==> src/rtl/core/bdr_pkg.sv <==
`default_nettype none

package bdr_pkg;

   localparam int DEPTH = 16;
   localparam int IDX_W = $clog2(DEPTH);
   localparam int CNT_W = $clog2(DEPTH + 1);

   typedef enum logic [2:0] {
      FUNC_PUSH_FRONT = 3'd0,
      FUNC_PUSH_BACK  = 3'd1,
      FUNC_POP_FRONT  = 3'd2,
      FUNC_POP_BACK   = 3'd3,
      FUNC_READ_FWD   = 3'd4,
      FUNC_READ_BWD   = 3'd5,
      FUNC_REVERSE    = 3'd6
   } func_type;

   typedef enum logic [1:0] {
      STATUS_OK    = 2'd0,
      STATUS_EMPTY = 2'd1,
      STATUS_FULL  = 2'd2
   } status_type;

   typedef enum logic [2:0] {
      CELL_HOLD,
      CELL_PUSH_HEAD,
      CELL_PUSH_TAIL,
      CELL_POP_HEAD,
      CELL_ROT_LEFT,
      CELL_ROT_RIGHT
   } cell_op_type;

   typedef struct packed {
      func_type           func;
      logic signed [31:0] value;
   } req_type;

   typedef struct packed {
      logic signed [31:0] value_out;
      status_type         status;
      logic               last;
   } rsp_type;

   typedef struct packed {
      cell_op_type        op;
      logic [CNT_W-1:0]   count;
      logic signed [31:0] value;
   } ctrl_type;

endpackage

`default_nettype wire

==> src/rtl/core/bounded_deque_with_reverse.sv <==
// Bounded double-ended queue of 16 signed 32-bit entries held in a row of cells.
// An item is offered on req_payload with start high and is taken at a clock edge
// where busy is low. The item carries an operation code and a push value.
// Results appear on rsp_payload for exactly one cycle, marked by rsp_strobe,
// in the cycle after the item is taken; the receiver cannot hold them off.
// Pushes, pops and reverse give one result and leave busy low, so a new item
// may follow in the next cycle. A read gives one result per stored entry,
// one per cycle, by rotating the occupied cells once around; busy stays high
// until the last of them has been issued. Reads and pops on an empty deque
// give one empty result; a push on a full deque is dropped and gives one full
// result. Reverse flips the direction flag. The reserved operation code is
// ignored and gives no result. Reset empties the deque, clears the direction
// flag and drops any read in progress; stored entry values are not cleared.
`default_nettype none

module bounded_deque_with_reverse (
   input  wire logic             clock,
   input  wire logic             reset,
   input  wire logic             start,
   output logic                  busy,
   input  wire bdr_pkg::req_type req_payload,
   output logic                  rsp_strobe,
   output bdr_pkg::rsp_type      rsp_payload
);

   typedef enum logic {
      ST_IDLE,
      ST_READ
   } state_type;

   state_type                   state_ff, state_in;
   logic [bdr_pkg::CNT_W-1:0]   count_ff, count_in;
   logic [bdr_pkg::CNT_W-1:0]   remaining_ff, remaining_in;
   logic                        rev_ff, rev_in;
   logic                        backward_ff, backward_in;
   logic                        strobe_ff, strobe_in;
   bdr_pkg::rsp_type            rsp_ff, rsp_in;
   bdr_pkg::ctrl_type           ctrl;

   logic signed [31:0]          cell_data [bdr_pkg::DEPTH];
   logic signed [31:0]          head;
   logic signed [31:0]          tail;
   logic [bdr_pkg::CNT_W-1:0]   tail_pos;
   logic                        at_head;
   logic                        backward;

   assign tail_pos = count_ff - bdr_pkg::CNT_W'(1);
   assign head     = cell_data[0];
   assign tail     = cell_data[tail_pos[bdr_pkg::IDX_W-1:0]];

   always_comb begin
      state_in     = state_ff;
      count_in     = count_ff;
      remaining_in = remaining_ff;
      rev_in       = rev_ff;
      backward_in  = backward_ff;
      strobe_in    = 1'b0;
      rsp_in       = '0;
      ctrl.op      = bdr_pkg::CELL_HOLD;
      ctrl.count   = count_ff;
      ctrl.value   = req_payload.value;
      at_head      = 1'b0;
      backward     = 1'b0;
      case (state_ff)
         ST_IDLE: begin
            if (start) begin
               case (req_payload.func)
                  bdr_pkg::FUNC_PUSH_FRONT, bdr_pkg::FUNC_PUSH_BACK: begin
                     strobe_in   = 1'b1;
                     rsp_in.last = 1'b1;
                     if (count_ff == bdr_pkg::CNT_W'(bdr_pkg::DEPTH)) begin
                        rsp_in.status = bdr_pkg::STATUS_FULL;
                     end else begin
                        at_head  = (req_payload.func == bdr_pkg::FUNC_PUSH_FRONT) != rev_ff;
                        ctrl.op  = at_head ? bdr_pkg::CELL_PUSH_HEAD
                                           : bdr_pkg::CELL_PUSH_TAIL;
                        count_in = count_ff + bdr_pkg::CNT_W'(1);
                     end
                  end
                  bdr_pkg::FUNC_POP_FRONT, bdr_pkg::FUNC_POP_BACK: begin
                     strobe_in   = 1'b1;
                     rsp_in.last = 1'b1;
                     if (count_ff == '0) begin
                        rsp_in.status = bdr_pkg::STATUS_EMPTY;
                     end else begin
                        at_head          = (req_payload.func == bdr_pkg::FUNC_POP_FRONT) != rev_ff;
                        rsp_in.value_out = at_head ? head : tail;
                        ctrl.op          = at_head ? bdr_pkg::CELL_POP_HEAD
                                                   : bdr_pkg::CELL_HOLD;
                        count_in         = count_ff - bdr_pkg::CNT_W'(1);
                     end
                  end
                  bdr_pkg::FUNC_READ_FWD, bdr_pkg::FUNC_READ_BWD: begin
                     strobe_in = 1'b1;
                     if (count_ff == '0) begin
                        rsp_in.status = bdr_pkg::STATUS_EMPTY;
                        rsp_in.last   = 1'b1;
                     end else begin
                        backward         = (req_payload.func == bdr_pkg::FUNC_READ_BWD) != rev_ff;
                        rsp_in.value_out = backward ? tail : head;
                        ctrl.op          = backward ? bdr_pkg::CELL_ROT_RIGHT
                                                    : bdr_pkg::CELL_ROT_LEFT;
                        ctrl.value       = backward ? tail : head;
                        rsp_in.last      = (count_ff == bdr_pkg::CNT_W'(1));
                        backward_in      = backward;
                        remaining_in     = count_ff - bdr_pkg::CNT_W'(1);
                        if (count_ff != bdr_pkg::CNT_W'(1)) begin
                           state_in = ST_READ;
                        end
                     end
                  end
                  bdr_pkg::FUNC_REVERSE: begin
                     strobe_in   = 1'b1;
                     rsp_in.last = 1'b1;
                     rev_in      = !rev_ff;
                  end
                  default: begin
                     strobe_in = 1'b0;
                  end
               endcase
            end
         end
         ST_READ: begin
            strobe_in        = 1'b1;
            rsp_in.value_out = backward_ff ? tail : head;
            ctrl.op          = backward_ff ? bdr_pkg::CELL_ROT_RIGHT
                                           : bdr_pkg::CELL_ROT_LEFT;
            ctrl.value       = backward_ff ? tail : head;
            rsp_in.last      = (remaining_ff == bdr_pkg::CNT_W'(1));
            remaining_in     = remaining_ff - bdr_pkg::CNT_W'(1);
            if (remaining_ff == bdr_pkg::CNT_W'(1)) begin
               state_in = ST_IDLE;
            end
         end
         default: begin
            state_in = ST_IDLE;
         end
      endcase
   end

   always_ff @(posedge clock) begin
      if (reset) begin
         state_ff     <= ST_IDLE;
         count_ff     <= '0;
         remaining_ff <= '0;
         rev_ff       <= 1'b0;
         backward_ff  <= 1'b0;
         strobe_ff    <= 1'b0;
      end else begin
         state_ff     <= state_in;
         count_ff     <= count_in;
         remaining_ff <= remaining_in;
         rev_ff       <= rev_in;
         backward_ff  <= backward_in;
         strobe_ff    <= strobe_in;
      end
      rsp_ff <= rsp_in;
   end

   for (genvar i = 0; i < bdr_pkg::DEPTH; i++) begin : g_cell
      localparam logic [bdr_pkg::IDX_W-1:0] SLOT = bdr_pkg::IDX_W'(i);
      logic signed [31:0] left_in;
      logic signed [31:0] right_in;

      if (i == 0) begin : g_first
         assign left_in = ctrl.value;
      end else begin : g_inner_left
         assign left_in = cell_data[i-1];
      end

      if (i == bdr_pkg::DEPTH - 1) begin : g_final
         assign right_in = ctrl.value;
      end else begin : g_inner_right
         assign right_in = cell_data[i+1];
      end

      bdr_cell u_cell (
         .clock    (clock),
         .ctrl     (ctrl),
         .slot     (SLOT),
         .left_in  (left_in),
         .right_in (right_in),
         .data_out (cell_data[i])
      );
   end

   assign busy        = (state_ff == ST_READ);
   assign rsp_strobe  = strobe_ff;
   assign rsp_payload = rsp_ff;

endmodule

`default_nettype wire

==> src/rtl/core/bdr_cell.sv <==
`default_nettype none

module bdr_cell (
   input  wire logic                       clock,
   input  wire bdr_pkg::ctrl_type          ctrl,
   input  wire logic [bdr_pkg::IDX_W-1:0]  slot,
   input  wire logic signed [31:0]         left_in,
   input  wire logic signed [31:0]         right_in,
   output logic signed [31:0]              data_out
);

   logic signed [31:0]          data_ff;
   logic signed [31:0]          data_in;
   logic [bdr_pkg::CNT_W-1:0]   slot_ext;
   logic [bdr_pkg::CNT_W-1:0]   last_pos;

   assign slot_ext = bdr_pkg::CNT_W'(slot);
   assign last_pos = ctrl.count - bdr_pkg::CNT_W'(1);

   always_comb begin
      data_in = data_ff;
      case (ctrl.op)
         bdr_pkg::CELL_PUSH_HEAD: begin
            data_in = left_in;
         end
         bdr_pkg::CELL_PUSH_TAIL: begin
            if (slot_ext == ctrl.count) begin
               data_in = ctrl.value;
            end
         end
         bdr_pkg::CELL_POP_HEAD: begin
            data_in = right_in;
         end
         bdr_pkg::CELL_ROT_LEFT: begin
            if (slot_ext == last_pos) begin
               data_in = ctrl.value;
            end else if (slot_ext < last_pos) begin
               data_in = right_in;
            end
         end
         bdr_pkg::CELL_ROT_RIGHT: begin
            if (slot_ext < ctrl.count) begin
               data_in = left_in;
            end
         end
         default: begin
            data_in = data_ff;
         end
      endcase
   end

   always_ff @(posedge clock) begin
      data_ff <= data_in;
   end

   assign data_out = data_ff;

endmodule

`default_nettype wire

==> config.mk <==
export PLATFORM = sky130hd
export DESIGN_NAME = bounded_deque_with_reverse
export DESIGN_NICKNAME = d
export VERILOG_FILES = /design/src/rtl/core/bdr_pkg.sv /design/src/rtl/core/bounded_deque_with_reverse.sv /design/src/rtl/core/bdr_cell.sv
export SDC_FILE = /design/constraint.sdc
export NUM_CORES = 2
export LEC_CHECK = 0
export BUFFER_PORTS_ARGS = -buffer_cell sky130_fd_sc_hd__buf_4
export CAP_MARGIN = 20
export CORE_MARGIN = 1.5
export CORE_UTILIZATION = 30
export CTS_CLUSTER_SIZE = 20
export DETAILED_ROUTE_END_ITERATION = 12
export GPL_TIMING_DRIVEN = 0
export PLACE_DENSITY_LB_ADDON = 0.05
export SLEW_MARGIN = 20
export SYNTH_ARGS = -nofsm -noshare
export SYNTH_HDL_FRONTEND = slang
export SYNTH_SLANG_ARGS = --single-unit
==> constraint.sdc <==
create_clock -name clock -period 10.5 [get_ports clock]
set_input_delay 1.575 -clock clock [delete_from_list [all_inputs] [get_ports clock]]
set_output_delay 1.575 -clock clock [all_outputs]
set_load 0.03 [all_outputs]
==> results.cfg <==
[run_status]
status = completed

[final_layout]
drive_above_1_share = 0.187
fin_util = 0.356
nNetsFinal = 3309
area_growth_syn_to_layout_pct = 17.1

[routing]
drt_iter0_drc = 4905
route.antenna.remaining_nets = 0
via_per_inst = 6.54
routed_wl_um = 191000
routedWlPerCell_um = 40.4
vias = 30900
drc = 0
first_pass_iters = 6

[setup_path]
worstPathArrival_ps = 8150
slowest_stage = nor4b_2
crit_chain = buf_4 > inv_2 > buf_2 > buf_2 > buf_2 > ha_1 > buf_2 > nor4b_2 > nor2_1 > buf_2 > buf_4 > a21o_1 > nor3_1 > clkbuf_1 > nor4_2 > buf_4 > buf_2 > buf_2 > buf_2 > buf_2 > buf_2
startpoint_type = flip-flop
path_class = flip-flop to flip-flop
cpMostUsedCell = buf_2
crit_fanout = 12
cpPeakStageDelay_ps = 880
end_kind = flip-flop
cp.required_ps = 10910

[yosys]
syn_area_per_cell_um2 = 10.8
synthesis.nets = 3062
syn_area_um2 = 32700
synth_warnings = 0
muxShareOfSynthArea = 0.0898
synthTopCellsByArea = edfxtp_1 (47%), a22oi_1 (12%), o21ai_0 (8.5%)
synth_compound_area_frac = 0.286
synth_top_family_by_area = compound AO/OA/AOI/OAI gates
synth_adder_area_share = 0.00306
synth-edff-count = 512
yosysSeqAreaShare = 0.500
postSynth.topFlopCell = edfxtp_1
synth_cell_type_count = 91
synth-seq-cells = 561
synth-xor-area-share = 0.00513
async_flop_share = 0
yosysTopAreaCell = edfxtp_1
synthSimpleGateAreaFrac = 0.0657
synth_cells = 3016
yosysTopAreaCellShare = 0.470

[clocking]
clk_latency_ps = 680
h-tree-depth = 3
cts_resized = 0
cts_setup_buffers = 0
root_buffer = clkbuf_16
cts_tree = built
clock_sinks = 561
ctsHoldBuffers = 0
numCtsBuffers = 74
clk_path_buf_depth = 3
clk_pin_slew_worst_paths_ps = 70

[timing]
hold_viol_final = 0
period_needed_ps = 7740
worstMarginPinSlew_ps = 1250
drv_slew = 0
setup_viol = 0
clock_skew_ps = 37.8
holdWs_ps = 543
fmax_mhz = 129
finalCritPeriodShare = 0.737
relSlewSlack = 0.164
grt_setup_unrepaired = no

[die]
coreArea_um2 = 108000
die_area_um2 = 111000
row_count = 120
die_h_um = 333
ios = 75
dieWidth_um = 333
start_util = 0.304

[job]
maxCapViolations = 0

[global_routing]
grt_pass1_vias = 28900
grt_max_degree = 16
grtUsageTotal = 0.334
antenna_found_initial = 8
grt_pass1_wl_um = 256000
grt_overflow = 0

[power]
power_leakage_nw = 12.7
power.total_mw = 8.16
power_density_nw_per_um2 = 213
max-vdd-ir-drop_uv = 107

[placement]
place.detailed.hpwl_um = 149000
gp_congestion = 0.984
port_buffers = 73

[min_path]
hold_path_class = flip-flop to flip-flop
## per-layer routing
layer	up-vias	wire, um	GRT usage
met5	-	27	0
li1	12700	-	-
met3	315	23300	0.105
met4	4	6420	0.104
met2	2212	79500	0.483
met1	15700	81700	0.472
## power by group
group | total (mW) | internal, mW | leakage, nW | switching [mW]
Sequential | 3.11 | 2.83 | 5.13 | 0.278
Clock | 2.61 | 1.51 | 1.16 | 1.10
Combinational | 2.44 | 0.718 | 6.43 | 1.72
Total | 8.16 | 5.05 | 12.7 | 3.10
## per-stage QoR
step | cells | cell area, um2 | TNS (ps) | setup slack (ps)
2_1_floorplan | 3016 | 32700 | 0 | 1680
3_5_place_dp | 4587 | 35900 | 0 | 2870
4_1_cts | 4719 | 38200 | 0 | 2860
3_3_place_gp | 4492 | 35000 | -1333540 | -7700
6_report | 4727 | 38300 | 0 | 2760
5_1_grt | 4722 | 38300 | 0 | 2520
## placed cells by master (no fill, tap or decap), types with 64 or more instances in the layout
cell       synthesis  layout
a22oi_1          501     501
buf_2            133     194
buf_4             26     117
clkbuf_1         117     131
clkbuf_16          0      75
edfxtp_1         512     512
mux2i_1          128     128
mux4_2            64      64
nand2_1          175     175
nor2_1           107     104
o21ai_0          558     558
## worst paths after layout
| check | start | end | slack (ps) | depth (start not counted) |
|---|---|---|---|---|
| max | count_ff[0] | g_cell[4].u_cell.data_out[19] | 2760 | 21 |
| min | remaining_ff[1] | remaining_ff[1] | 540 | 2 |
| min reg2reg | remaining_ff[1] | remaining_ff[1] | 540 | 2 |
| max reg2reg | count_ff[0] | g_cell[4].u_cell.data_out[19] | 2760 | 21 |
## logic make-up (layout without fill, tap and decap cells)
family | after synthesis | after routing
other | 0 | 5
adders and majority gates | 8 | 8
muxes | 211 | 211
DFF | 561 | 561
AOI/OAI and AO/OA | 1424 | 1424
buffers and inverters | 330 | 633
xor gates and xnor gates | 14 | 14
and+or+nand+nor | 468 | 468
## final cells by class
type	instances	area, um2
diodes	5	12.5
plain buffers	304	1540
clock buffers	89	1930
clock inverters	43	444
fillers	10800	69200
inverters	26	97.6
multi-input cells	2125	14900
flip-flops and latches	561	16400
well taps	1403	1760
repair buffers	171	1240
## sequential cells by signal, summed over array words and instances, names as in the netlist
name	cells
remaining_ff	5
rev_ff	1
rsp_strobe	1
busy	1
count_ff	5
rsp_payload	35
g_cell.u_cell.data_out	512
backward_ff	1
## critical path, delay by kind of cell, from the launching register on
family          cells  cell delay [ps]
compound gates      1              360
flops               1              420
fa+ha+maj           1              210
buf+inv            15             4520
simple gates        4             1930
## synthesized netlist by cell type, types with 9 or more instances
library cell / n
mux2_2: 19
nor3_1: 47
edfxtp_1: 512
buf_6: 11
a22oi_1: 501
a221oi_1: 20
clkbuf_2: 10
a2bb2oi_1: 9
o22ai_1: 12
a211oi_1: 23
nand3_1: 59
clkbuf_1: 117
mux4_2: 64
o21ai_1: 35
inv_1: 24
a22o_1: 12
nor2_1: 107
nor4_1: 20
a31oi_1: 14
buf_4: 26
a2111oi_0: 15
o211ai_1: 23
mux2i_1: 128
nor2b_1: 10
dfxtp_1: 49
buf_2: 133
o22ai_2: 11
o21ai_0: 558
o31ai_1: 41
a21oi_1: 57
nand2_1: 175
(Power assumes the default switching activity.)
